### config.mk
export PLATFORM = sky130hd
export DESIGN_NAME = timer_queue_table_unit
export DESIGN_NICKNAME = d
export VERILOG_FILES = /design/src/design/tqt_pkg.sv /design/src/design/timer_queue_table_unit.sv /design/src/design/tqt_slot_ram.sv /design/src/design/tqt_scan.sv
export SDC_FILE = /design/constraint.sdc
export NUM_CORES = 2
export LEC_CHECK = 0
export BUFFER_PORTS_ARGS = -buffer_cell sky130_fd_sc_hd__buf_2
export CAP_MARGIN = 20
export CORE_MARGIN = 2
export CORE_UTILIZATION = 59
export DETAILED_ROUTE_END_ITERATION = 10
export GPL_ROUTABILITY_DRIVEN = 0
export GPL_TIMING_DRIVEN = 0
export PLACE_DENSITY_LB_ADDON = 0.2
export SETUP_SLACK_MARGIN = 0.02
export SLEW_MARGIN = 10
export SYNTH_ARGS = -nofsm -noshare
export SYNTH_HDL_FRONTEND = slang
export SYNTH_HIERARCHICAL = 1
export SYNTH_SLANG_ARGS = --single-unit
export TNS_END_PERCENT = 5
### constraint.sdc
create_clock -name clk -period 28.8 [get_ports clk]
set_input_delay 4.32 -clock clk [delete_from_list [all_inputs] [get_ports clk]]
set_output_delay 4.32 -clock clk [all_outputs]
set_load 0.02 [all_outputs]
### src/design/tqt_pkg.sv
// Package for the timer queue table: sizes, slot entry layout, status codes and
// the control and result records passed between the sequencer and the scan unit.
// Depends on nothing; every other file of the block imports it.
package tqt_pkg;

	localparam int SLOTS      = 16;
	localparam int TIME_BITS  = 32;
	localparam int ID_BITS    = 32;
	localparam int FIELD_BITS = 32;

	localparam int IDX_BITS = (SLOTS > 1) ? $clog2(SLOTS) : 1;
	localparam int SUM_BITS = ((TIME_BITS > FIELD_BITS) ? TIME_BITS : FIELD_BITS) + 1;
	localparam int CMP_BITS = (ID_BITS > FIELD_BITS) ? ID_BITS : FIELD_BITS;

	typedef logic [TIME_BITS-1:0]  time_t;
	typedef logic [ID_BITS-1:0]    id_t;
	typedef logic [FIELD_BITS-1:0] field_t;
	typedef logic [IDX_BITS-1:0]   idx_t;
	typedef logic [SUM_BITS-1:0]   sum_t;
	typedef logic [CMP_BITS-1:0]   cmp_t;

	localparam time_t  TIME_MAX  = '1;
	localparam field_t FIELD_MAX = '1;

	// Operation codes; any other code is a tick.
	localparam logic [1:0] OP_ADD    = 2'd0;
	localparam logic [1:0] OP_CANCEL = 2'd1;

	typedef enum logic [2:0] {
		ST_ADDED     = 3'd0,
		ST_FULL      = 3'd1,
		ST_CANCELLED = 3'd2,
		ST_NOT_FOUND = 3'd3,
		ST_EXPIRED   = 3'd4,
		ST_NONE      = 3'd5
	} status_t;

	typedef struct packed {
		time_t  expiry;
		field_t period;
		id_t    id;
	} slot_ent_t;

	typedef struct packed {
		logic   start;
		time_t  now;
		field_t cid;
	} scan_ctl_t;

	typedef struct packed {
		logic      done;
		logic      min_any;
		time_t     min_exp;
		logic      pick_found;
		idx_t      pick_idx;
		slot_ent_t pick_ent;
		logic      match_found;
		idx_t      match_idx;
	} scan_res_t;

	function automatic time_t sat_add(time_t a, field_t b);
		sum_t s;
		s = sum_t'(a) + sum_t'(b);
		if (s > sum_t'(TIME_MAX)) begin
			return TIME_MAX;
		end
		return s[TIME_BITS-1:0];
	endfunction

	function automatic field_t clip_time(time_t v);
		if (sum_t'(v) > sum_t'(FIELD_MAX)) begin
			return FIELD_MAX;
		end
		return field_t'(v);
	endfunction

	function automatic field_t clip_id(id_t v);
		if (cmp_t'(v) > cmp_t'(FIELD_MAX)) begin
			return FIELD_MAX;
		end
		return field_t'(v);
	endfunction

endpackage

### src/design/timer_queue_table_unit.sv
// Top level of the timer queue table: sequencer, slot valid bits, time and id
// counters, and the output register. Uses tqt_pkg, tqt_slot_ram and tqt_scan.
//
// The block holds up to 16 timers in a slot memory and handles one item at a
// time. Every item is served by passes over that memory, one slot read per
// cycle through its single read port. An add needs one pass, a cancel one
// or two, and a tick one pass per expired timer plus one more; each result
// also waits for the output side to take the one before it.
// The item after the last result is accepted while that result is still held.
// There is no clearing pass after reset: only the slot valid bits are cleared.
module timer_queue_table_unit (
	input  logic        clk,
	input  logic        arst_n,
	input  logic        in_valid,
	output logic        in_stall,
	input  logic [1:0]  op,
	input  logic [31:0] delay,
	input  logic [31:0] period,
	input  logic [31:0] cancel_id,
	output logic        out_valid,
	input  logic        out_stall,
	output logic [2:0]  status,
	output logic [31:0] tmr_id,
	output logic        last,
	output logic        queue_empty,
	output logic [31:0] next_wait
);
	import tqt_pkg::*;

	typedef enum logic [1:0] {
		S_IDLE,
		S_WAIT,
		S_POST,
		S_EMIT
	} state_t;

	state_t           state_q;
	logic [SLOTS-1:0] valid_q;
	logic [SLOTS-1:0] fired_q;
	time_t            now_q;
	id_t              id_q;
	field_t           cid_q;
	logic             is_tick_q;
	logic             final_q;
	logic             have_pend_q;
	id_t              pend_id_q;
	status_t          res_status_q;
	id_t              res_id_q;
	logic             scan_start_q;

	logic    out_valid_q;
	status_t status_q;
	field_t  tmr_id_q;
	logic    last_q;
	logic    queue_empty_q;
	field_t  next_wait_q;

	logic      accept;
	logic      full;
	idx_t      free_idx;
	id_t       nxt_id;
	logic      out_free;
	logic      tick_step;
	logic      out_load;
	logic      scan_go;
	field_t    wait_val;
	logic      wr_en;
	idx_t      wr_idx;
	slot_ent_t wr_ent;
	logic      rd_en;
	idx_t      rd_idx;
	slot_ent_t rd_ent;
	scan_ctl_t scan_ctl;
	scan_res_t scan_res;

	assign in_stall = (state_q != S_IDLE);
	assign accept   = in_valid && !in_stall;
	assign full     = &valid_q;
	assign out_free = !out_valid_q || !out_stall;

	always_comb begin
		free_idx = '0;
		for (int i = SLOTS - 1; i >= 0; i--) begin
			if (!valid_q[i]) begin
				free_idx = idx_t'(i);
			end
		end
		nxt_id = id_q + id_t'(1);
		if (nxt_id == '0) begin
			nxt_id = id_t'(1);
		end
	end

	assign tick_step = (state_q == S_POST) && is_tick_q && scan_res.pick_found &&
		(!have_pend_q || out_free);

	assign out_load = (tick_step && have_pend_q) || ((state_q == S_EMIT) && out_free);

	assign scan_go = ((state_q == S_IDLE) && accept) || tick_step ||
		((state_q == S_POST) && !is_tick_q && !final_q && scan_res.match_found);

	always_comb begin
		if (state_q == S_IDLE) begin
			wr_en         = accept && (op == OP_ADD) && !full;
			wr_idx        = free_idx;
			wr_ent.expiry = sat_add(now_q, delay);
			wr_ent.period = period;
			wr_ent.id     = nxt_id;
		end else begin
			wr_en         = tick_step && (scan_res.pick_ent.period != '0);
			wr_idx        = scan_res.pick_idx;
			wr_ent.expiry = sat_add(now_q, scan_res.pick_ent.period);
			wr_ent.period = scan_res.pick_ent.period;
			wr_ent.id     = scan_res.pick_ent.id;
		end
	end

	always_comb begin
		if (scan_res.min_any && (scan_res.min_exp > now_q)) begin
			wait_val = clip_time(scan_res.min_exp - now_q);
		end else begin
			wait_val = '0;
		end
	end

	assign scan_ctl.start = scan_start_q;
	assign scan_ctl.now   = now_q;
	assign scan_ctl.cid   = cid_q;

	tqt_slot_ram u_ram (
		.clk    (clk),
		.wr_en  (wr_en),
		.wr_idx (wr_idx),
		.wr_ent (wr_ent),
		.rd_en  (rd_en),
		.rd_idx (rd_idx),
		.rd_ent (rd_ent)
	);

	tqt_scan u_scan (
		.clk        (clk),
		.arst_n     (arst_n),
		.ctl        (scan_ctl),
		.valid_mask (valid_q),
		.fired_mask (fired_q),
		.rd_en      (rd_en),
		.rd_idx     (rd_idx),
		.rd_ent     (rd_ent),
		.res        (scan_res)
	);

	always_ff @(posedge clk or negedge arst_n) begin
		if (!arst_n) begin
			state_q       <= S_IDLE;
			valid_q       <= '0;
			fired_q       <= '0;
			now_q         <= '0;
			id_q          <= '0;
			cid_q         <= '0;
			is_tick_q     <= 1'b0;
			final_q       <= 1'b0;
			have_pend_q   <= 1'b0;
			pend_id_q     <= '0;
			res_status_q  <= ST_NONE;
			res_id_q      <= '0;
			scan_start_q  <= 1'b0;
			out_valid_q   <= 1'b0;
			status_q      <= ST_NONE;
			tmr_id_q      <= '0;
			last_q        <= 1'b0;
			queue_empty_q <= 1'b0;
			next_wait_q   <= '0;
		end else begin
			scan_start_q <= scan_go;
			out_valid_q  <= out_load || (out_valid_q && out_stall);
			unique case (state_q)
				S_IDLE: begin
					if (accept) begin
						state_q <= S_WAIT;
						priority if (op == OP_ADD) begin
							is_tick_q <= 1'b0;
							final_q   <= 1'b1;
							if (full) begin
								res_status_q <= ST_FULL;
								res_id_q     <= '0;
							end else begin
								valid_q[free_idx] <= 1'b1;
								id_q              <= nxt_id;
								res_status_q      <= ST_ADDED;
								res_id_q          <= nxt_id;
							end
						end else if (op == OP_CANCEL) begin
							is_tick_q <= 1'b0;
							final_q   <= 1'b0;
							cid_q     <= cancel_id;
						end else begin
							is_tick_q   <= 1'b1;
							final_q     <= 1'b0;
							now_q       <= sat_add(now_q, field_t'(1));
							fired_q     <= '0;
							have_pend_q <= 1'b0;
						end
					end
				end
				S_WAIT: begin
					if (scan_res.done) begin
						state_q <= S_POST;
					end
				end
				S_POST: begin
					priority if (is_tick_q) begin
						if (scan_res.pick_found) begin
							if (tick_step) begin
								if (have_pend_q) begin
									status_q      <= ST_EXPIRED;
									tmr_id_q      <= clip_id(pend_id_q);
									last_q        <= 1'b0;
									queue_empty_q <= 1'b0;
									next_wait_q   <= '0;
								end
								fired_q[scan_res.pick_idx] <= 1'b1;
								if (scan_res.pick_ent.period == '0) begin
									valid_q[scan_res.pick_idx] <= 1'b0;
								end
								pend_id_q   <= scan_res.pick_ent.id;
								have_pend_q <= 1'b1;
								state_q     <= S_WAIT;
							end
						end else begin
							res_status_q <= have_pend_q ? ST_EXPIRED : ST_NONE;
							res_id_q     <= have_pend_q ? pend_id_q : '0;
							state_q      <= S_EMIT;
						end
					end else if (final_q) begin
						state_q <= S_EMIT;
					end else if (scan_res.match_found) begin
						valid_q[scan_res.match_idx] <= 1'b0;
						res_status_q <= ST_CANCELLED;
						res_id_q     <= id_t'(cid_q);
						final_q      <= 1'b1;
						state_q      <= S_WAIT;
					end else begin
						res_status_q <= ST_NOT_FOUND;
						res_id_q     <= '0;
						state_q      <= S_EMIT;
					end
				end
				S_EMIT: begin
					if (out_free) begin
						status_q      <= res_status_q;
						tmr_id_q      <= clip_id(res_id_q);
						last_q        <= 1'b1;
						queue_empty_q <= !scan_res.min_any;
						next_wait_q   <= wait_val;
						state_q       <= S_IDLE;
					end
				end
			endcase
		end
	end

	assign out_valid   = out_valid_q;
	assign status      = status_q;
	assign tmr_id      = tmr_id_q;
	assign last        = last_q;
	assign queue_empty = queue_empty_q;
	assign next_wait   = next_wait_q;

endmodule

### src/design/tqt_slot_ram.sv
// Slot memory of the timer queue table: expiry, period and id of every slot.
// One write port and one read port with registered read data; uses tqt_pkg.
module tqt_slot_ram (
	input  logic             clk,
	input  logic             wr_en,
	input  tqt_pkg::idx_t     wr_idx,
	input  tqt_pkg::slot_ent_t wr_ent,
	input  logic             rd_en,
	input  tqt_pkg::idx_t     rd_idx,
	output tqt_pkg::slot_ent_t rd_ent
);
	import tqt_pkg::*;

	slot_ent_t mem_q [SLOTS];
	slot_ent_t rd_ent_q;

	always_ff @(posedge clk) begin
		if (wr_en) begin
			mem_q[wr_idx] <= wr_ent;
		end
		if (rd_en) begin
			rd_ent_q <= mem_q[rd_idx];
		end
	end

	assign rd_ent = rd_ent_q;

endmodule

### src/design/tqt_scan.sv
// Scan unit of the timer queue table: walks the slot memory one entry a cycle and
// gathers the earliest expiry, the next due timer and the first id match.
// Uses tqt_pkg and drives the read port of tqt_slot_ram.
module tqt_scan (
	input  logic                     clk,
	input  logic                     arst_n,
	input  tqt_pkg::scan_ctl_t        ctl,
	input  logic [tqt_pkg::SLOTS-1:0] valid_mask,
	input  logic [tqt_pkg::SLOTS-1:0] fired_mask,
	output logic                     rd_en,
	output tqt_pkg::idx_t             rd_idx,
	input  tqt_pkg::slot_ent_t        rd_ent,
	output tqt_pkg::scan_res_t        res
);
	import tqt_pkg::*;

	logic      run_q;
	idx_t      cnt_q;
	logic      rd_v_s1;
	idx_t      idx_s1;
	logic      done_q;
	logic      min_any_q;
	time_t     min_exp_q;
	logic      pick_found_q;
	idx_t      pick_idx_q;
	slot_ent_t pick_ent_q;
	logic      match_found_q;
	idx_t      match_idx_q;

	logic ent_ok;
	logic is_due;
	logic better_pick;
	logic better_min;
	logic is_match;

	assign rd_en  = run_q;
	assign rd_idx = cnt_q;

	always_comb begin
		ent_ok      = rd_v_s1 && valid_mask[idx_s1];
		is_due      = ent_ok && !fired_mask[idx_s1] && (rd_ent.expiry <= ctl.now);
		better_pick = !pick_found_q || (rd_ent.expiry < pick_ent_q.expiry) ||
			((rd_ent.expiry == pick_ent_q.expiry) && (rd_ent.id < pick_ent_q.id));
		better_min  = !min_any_q || (rd_ent.expiry < min_exp_q);
		is_match    = ent_ok && (ctl.cid != '0) && (cmp_t'(rd_ent.id) == cmp_t'(ctl.cid));
	end

	always_ff @(posedge clk or negedge arst_n) begin
		if (!arst_n) begin
			run_q         <= 1'b0;
			cnt_q         <= '0;
			rd_v_s1       <= 1'b0;
			idx_s1        <= '0;
			done_q        <= 1'b0;
			min_any_q     <= 1'b0;
			min_exp_q     <= '0;
			pick_found_q  <= 1'b0;
			pick_idx_q    <= '0;
			pick_ent_q    <= '0;
			match_found_q <= 1'b0;
			match_idx_q   <= '0;
		end else begin
			rd_v_s1 <= run_q;
			idx_s1  <= cnt_q;
			done_q  <= rd_v_s1 && (idx_s1 == idx_t'(SLOTS - 1));
			if (ctl.start) begin
				run_q         <= 1'b1;
				cnt_q         <= '0;
				min_any_q     <= 1'b0;
				pick_found_q  <= 1'b0;
				match_found_q <= 1'b0;
			end else if (run_q) begin
				cnt_q <= cnt_q + idx_t'(1);
				if (cnt_q == idx_t'(SLOTS - 1)) begin
					run_q <= 1'b0;
				end
			end
			if (ent_ok && better_min) begin
				min_any_q <= 1'b1;
				min_exp_q <= rd_ent.expiry;
			end
			if (is_due && better_pick) begin
				pick_found_q <= 1'b1;
				pick_idx_q   <= idx_s1;
				pick_ent_q   <= rd_ent;
			end
			if (is_match && !match_found_q) begin
				match_found_q <= 1'b1;
				match_idx_q   <= idx_s1;
			end
		end
	end

	always_comb begin
		res.done        = done_q;
		res.min_any     = min_any_q;
		res.min_exp     = min_exp_q;
		res.pick_found  = pick_found_q;
		res.pick_idx    = pick_idx_q;
		res.pick_ent    = pick_ent_q;
		res.match_found = match_found_q;
		res.match_idx   = match_idx_q;
	end

endmodule

# After elaboration in Yosys (flattened, before gate mapping)
# Memories as Yosys holds them, arrays and structs flattened. A register that Yosys moved wholly into a read port is not among the register bits.
# Cells that the tools add are included.
[op_classes] addsub=6 order_cmp=17 eq_ne=27 mux=155 n_bitwise=9 reduce_logical=73
[ops] op="$mux 32" n=30
[ops] op="$mux 16" n=15
[ops] op="$pmux 32 s2" n=3
[ops] op="$gt 33x32->1 const B" n=3
[ops] op="$lt 32x32->1" n=3
[ops] op="$mux 96" n=1
[ops] op="$mux 4" n=19
[ops] op="$add 32x32->33" n=2
[ops] op="$eq 32x32->1" n=2
[ops] op="$gt 32x32->1 const B" n=2
[ops] op="$logic_not 32->1" n=2
[ops] op="$pmux 16 s2" n=2
[ops] op="$reduce_bool 32->1" n=2
[ops] op="$mux 1" n=55
[ops] op="$add 32x1->33 const B" n=1
[ops] op="$add 32x1->32 const B" n=1
[ops] op="$and 16x16->16" n=2
[ops] op="$gt 32x32->1" n=1
[ops] op="$le 32x32->1" n=1
[ops] op="$not 16->16" n=2
[ops] op="$or 16x16->16" n=2
[ops] op="$sub 32x32->32" n=1
[ops] op="$mux 3" n=10
[ops] op="$logic_and 1x1->1" n=28
[ops] op="other kinds (30)" n=97
[word_totals] regBits=421 ram_bits=1536 input_bits=102 output_inout_bits=71 elab_cells=321 mem_count=1
[mem_list] name="u_ram.mem_q" words=16 width=96 rd=1 rd_ports_with_merged_regs=1 wr=1 line="tqt_slot_ram.sv:14" source="slot_ent_t mem_q [SLOTS];"

# Logic depth before layout (Yosys ltp)
[logic_depth] word_depth=25 depth_mapped=15 depth_no_buf=14

# Hierarchy
# The synthesis kept the hierarchy.
[by_module_without_submodules] module="tqt_slot_ram" instances=1 cells_per_inst=2460 area_per_inst_um2=60316.6 seq_area_each_um2=49007.0
[by_module_without_submodules] module="timer_queue_table_unit" instances=1 cells_per_inst=2295 area_per_inst_um2=19178.4 seq_area_each_um2=6786.5
[by_module_without_submodules] module="tqt_scan" instances=1 cells_per_inst=835 area_per_inst_um2=9437.8 seq_area_each_um2=3753.6

# Least setup slack after synthesis
# OpenSTA, ideal clock, no wires.
[synth_timing] kind="input port to flip-flop" startpoint="input in_valid" endpoint="memory u_ram/mem_q[0][0] (netlist bit) (enable)" setup_ps=668 arrival_time_ps=12132 required_time_ps=28132 setup_slack_ps=16000 cell_stages=6 path_buffers=2 cell_sequence="clkbuf_1 -> nand4_1 -> clkbuf_1 -> o21ai_0 -> or3b_2 -> nor3_1"
[synth_via] elab_chain_len=6
[synth_rtl] element="start, declared" line="timer_queue_table_unit.sv:14" source="input logic in_valid,"
[synth_rtl] element="$logic_and 1x1->1" line="timer_queue_table_unit.sv:77" source="assign accept = in_valid && !in_stall;"
[synth_rtl] element="$logic_and 1x1->1 (2 in series)" line="timer_queue_table_unit.sv:104" source="wr_en = accept && (op == OP_ADD) && !full;"
[synth_rtl] element="$mux 1" line="timer_queue_table_unit.sv:103" source="if (state_q == S_IDLE) begin"
[synth_rtl] element="via wr_en" line="timer_queue_table_unit.sv:67" source="logic wr_en;"
[synth_rtl] element="$mux 1" line="tqt_slot_ram.sv:18" source="if (wr_en) begin"
[synth_rtl] element="$mux 1 (not written as such)" line="tqt_slot_ram.sv:19" source="mem_q[wr_idx] <= wr_ent;"
[synth_rtl] element="end, declared" line="tqt_slot_ram.sv:14"
# The timed path passes the listed nets, and every way through them passes these cells.

# Worst setup path after layout
[layout_timing] startpoint="input in_valid" endpoint="memory u_ram/mem_q[4][62] (netlist bit) (enable)"
# The elaborated chain is that of the path after synthesis.

==> run_results.csv <==
group,metric,value,unit
worst_setup_path,path_cells,"clkbuf_1, nand4_1, clkbuf_1, o21ai_0, nand3b_1, nor3_2, buf_4, buf_4, buf_4, buf_6, buf_4",
route,routed.top_layer,"met5",
floorplan,coreArea,0.150,mm^2
sta,hold_violations,0,
floorplan,die-area,0.154,mm^2
clock_tree,clk_pin_slew_worst_paths,0.06,ns
route,wl_per_cell,29.7,um
placement,io_buffers,171,
worst_setup_path,path_delay_family,"buffers and inverters",
synthesis,yosys_warnings,6,
sta,worst_slew_pin_slew,1.31,ns
clock_tree,cts_root_buf,"clkbuf_16",
sta,rsz0062_at_grt,"false",
clock_tree,clock_latency,0.85,ns
worst_setup_path,endpoint_kind,"flop",
layout,syn2layout_area_growth,14.5,%
pwr,share_seq_of_total_power,0.412,
grt,grt_pass1_wl,360,mm
route,drt_wl_total,247,mm
sta,skew,0.0427,ns
sta,setup_tns,0,ns
sta,period_share,0.287,
worst_setup_path,cp-start-kind,"input pin",
floorplan,die_x,392,um
synthesis,synth.area.top_cells,"edfxtp_1 (55%), dfrtp_1 (12%), mux4_2 (9.9%), ha_1 (3.2%), nand2_1 (2.3%)",
sta,period_minus_slack,8.28,ns
floorplan,placementRows,142,
synthesis,post_synth.cell_area_avg,15.9,um^2
worst_hold_path,hold_class,"flop to flop",
clock_tree,cts_hold_buf,0,
synthesis,netlist_instances,5590,
synthesis,synth_top_area_cell,"edfxtp_1",
worst_hold_path,hp-start,"status[2]",
synthesis,synth_edf_count,1632,
worst_setup_path,r2r-end,"u_ram/mem_q[4][62]",
worst_hold_path,hold_path_depth,2,
pwr,swShare,0.343,
route,wl_met3,29.3,mm
sta,setup_violations,0,
pwr,peakVddDrop,0.0000611,V
synthesis,synth_top_area_frac,0.551,
clock_tree,numClockSinks,2053,
run_status,status,"finished, final reports clean",
grt,grt_antenna_before_repair,6,
placement,hpwl,166,mm
pwr,p_switching,0.00358,W
clock_tree,cts_resized,0,
grt,globalRouteOverflowTotal,0,
layout,fin_cells,8328,
worst_setup_path,rrSetupSlack,22.78,ns
worst_setup_path,required,29.33,ns
route,drt-met1-wl,95.1,mm
sta,relSlewSlack,0.127,
clock_tree,clockBufferDepth,3,
grt,grtUsageTotal,0.325,
sta,final_max_slew_viol_count,0,
route,drt_first_iter_violations,7582,
route,wl_met2,113,mm
job,maxCapViolations,0,
route,vias,54843,
clock_tree,numCtsBuffers,199,
synthesis,yosysMostFrequentCell,"edfxtp_1",
grt,grt_pass1_vias,53858,
synthesis,syn-num-nets,5921,
floorplan,ioPinCount,173,
worst_setup_path,r2r-start,"state_q[1]",
route,vias_per_cell,6.59,
floorplan,dieHeight,392,um
clock_tree,cts_tree,"built",
layout,layout.nets,6467,
worst_setup_path,crit_path_max_fanout,10,
grt,grt_max_degree,102,
placement,dp.cells,7937,
worst_setup_path,cp_num_buf_inv,7,
worst_setup_path,r2r_cells,15,
worst_setup_path,critPathArrivalTime,8.81,ns
sta,max_freq,121,MHz
pwr,powerDensity,103,mW/mm^2
pwr,p_leak,37.6,nW
worst_setup_path,crit_slowest_cell,"nor3_2",
synthesis,synthDistinctLibCells,93,
floorplan,initial_utilization,0.594,
synthesis,yosysSeqAreaShare,0.670,
worst_setup_path,path_class,"input pin to flop",
worst_hold_path,holdPathEnd,"status[2]",
clock_tree,h-tree-depth,4,
layout,drive_gt1_frac,0.204,
pwr,pwr-share-comb,0.327,
route,first_pass_iters,7,
synthesis,synthesis.area,0.0889,mm^2
pwr,p_clk_frac,0.261,
synthesis,async_reset_ff_frac,0.205,
synthesis,synth_seq_cells,2053,
worst_setup_path,crit_path_frequent_cell,"buf_4",
synthesis,synth_common_cells,"edfxtp_1 (1632), nand2_1 (540), dfrtp_1 (417), mux4_2 (391), a22oi_1 (253)",
pwr,power,0.0104,W
pwr,power.internal,0.00687,W
route,drc,0,
worst_setup_path,cpPeakStageDelay,0.74,ns
clock_tree,cts_setup_buffers,0,
route,postRouteAntennaNets,0,
synthesis,yosys_most_used_dff,"edfxtp_1",
[layout by cell type, fill, tap and decap left out, types with 40 or more instances in the layout]
cell	n
xor2_1	97
inv_1	199
mux4_2	391
nand2_1	540
nand3_1	75
buf_2	200
a21o_1	89
nor2_1	141
mux2_2	104
clkbuf_1	169
buf_1	41
edfxtp_1	1632
mux2_1	89
dfrtp_1	416
xnor2_1	87
buf_6	64
mux2i_1	40
ha_1	226
o21ai_0	174
a21oi_1	183
clkbuf_16	202
buf_12	49
buf_4	86
nand4_1	65
a22oi_1	253
[power groups by stage]
stage / clock network [W] / logic (W) / registers (W)
floorplan: 0 / 0.00218 / 0.00425
global placement: 0 / 0.00312 / 0.00440
detailed placement: 0 / 0.00332 / 0.00435
CTS: 0.00275 / 0.00336 / 0.00430
global route: 0.00287 / 0.00368 / 0.00433
finish: 0.00272 / 0.00342 / 0.00430
[worst register-to-register path, stage by stage, from the launching register on]
cell      delay [ns]
dfrtp_1         0.37
clkbuf_1        0.35
nor2_2          0.11
buf_8           0.19
inv_1           0.42
clkbuf_2        0.66
clkbuf_1        0.80
nand2_1         0.13
o31ai_1         0.23
nand3b_1        0.46
nor3_2          0.74
buf_4           0.35
buf_4           0.24
buf_4           0.25
buf_6           0.19
buf_4           0.23
[worst max-delay path by stage]
stage,from,end,slack (ns),cells after the start
after floorplan,in_valid,u_ram/mem_q[0][0],16.00,6
after global placement,in_valid,u_ram/mem_q[0][64],5.80,6
after detailed placement,delay[0],u_ram/mem_q[9][86],19.91,15
after CTS,state_q[1],in_stall,20.57,7
after global routing,in_valid,u_ram/mem_q[4][72],20.51,11
final,in_valid,u_ram/mem_q[4][62],20.52,11
[per-stage QoR]
stage | setup WS (ns) | utilization | hold slack, ns | cell area [um^2]
after CTS | 20.57 | 0.679 | 0.457 | 102000
final | 20.52 | 0.680 | 0.455 | 102000
after global routing | 20.51 | 0.680 | 0.477 | 102000
after floorplan | 16.00 | - | 0.411 | 88900
after detailed placement | 19.91 | 0.633 | 0.448 | 94800
after global placement | 5.80 | 0.616 | 0.442 | 92300
[sequential cells by signal, summed over array words and instances, names as in the netlist, 16 cells and up]
name              flops
now_q                32
pend_id_q            32
next_wait            32
id_q                 32
tmr_id               32
u_ram/rd_ent         96
u_scan/min_exp_q     32
cid_q                32
u_scan/res           96
fired_q              16
valid_q              16
u_ram/mem_q        1536
res_id_q             32
[cell type report]
cell class / instances / area, um^2
clock buffers: 261 / 5490
inverters: 199 / 747
plain buffers: 263 / 1380
flip-flops and latches: 2053 / 59600
diodes: 2 / 5.00
multi-input cells: 3075 / 27400
fillers: 9842 / 48000
clock inverters: 114 / 1400
repair buffers: 345 / 3300
well taps: 2016 / 2520
[cell families after synthesis]
group           Yosys count  synth area share
fa+ha+maj               229            0.0325
buf+inv                 462            0.0239
flops                  2053             0.670
mux                     624             0.128
simple gates           1087            0.0570
xor+xnor                184            0.0181
compound gates          951            0.0709
[layer usage]
| metal | GRT usage | vias up |
|---|---|---|
| met3 | 0.0802 | 554 |
| met1 | 0.460 | 27805 |
| li1 | - | 23028 |
| met4 | 0.129 | 2 |
| met2 | 0.491 | 3454 |
| met5 | 0 | - |
(Power assumes the default switching activity.)
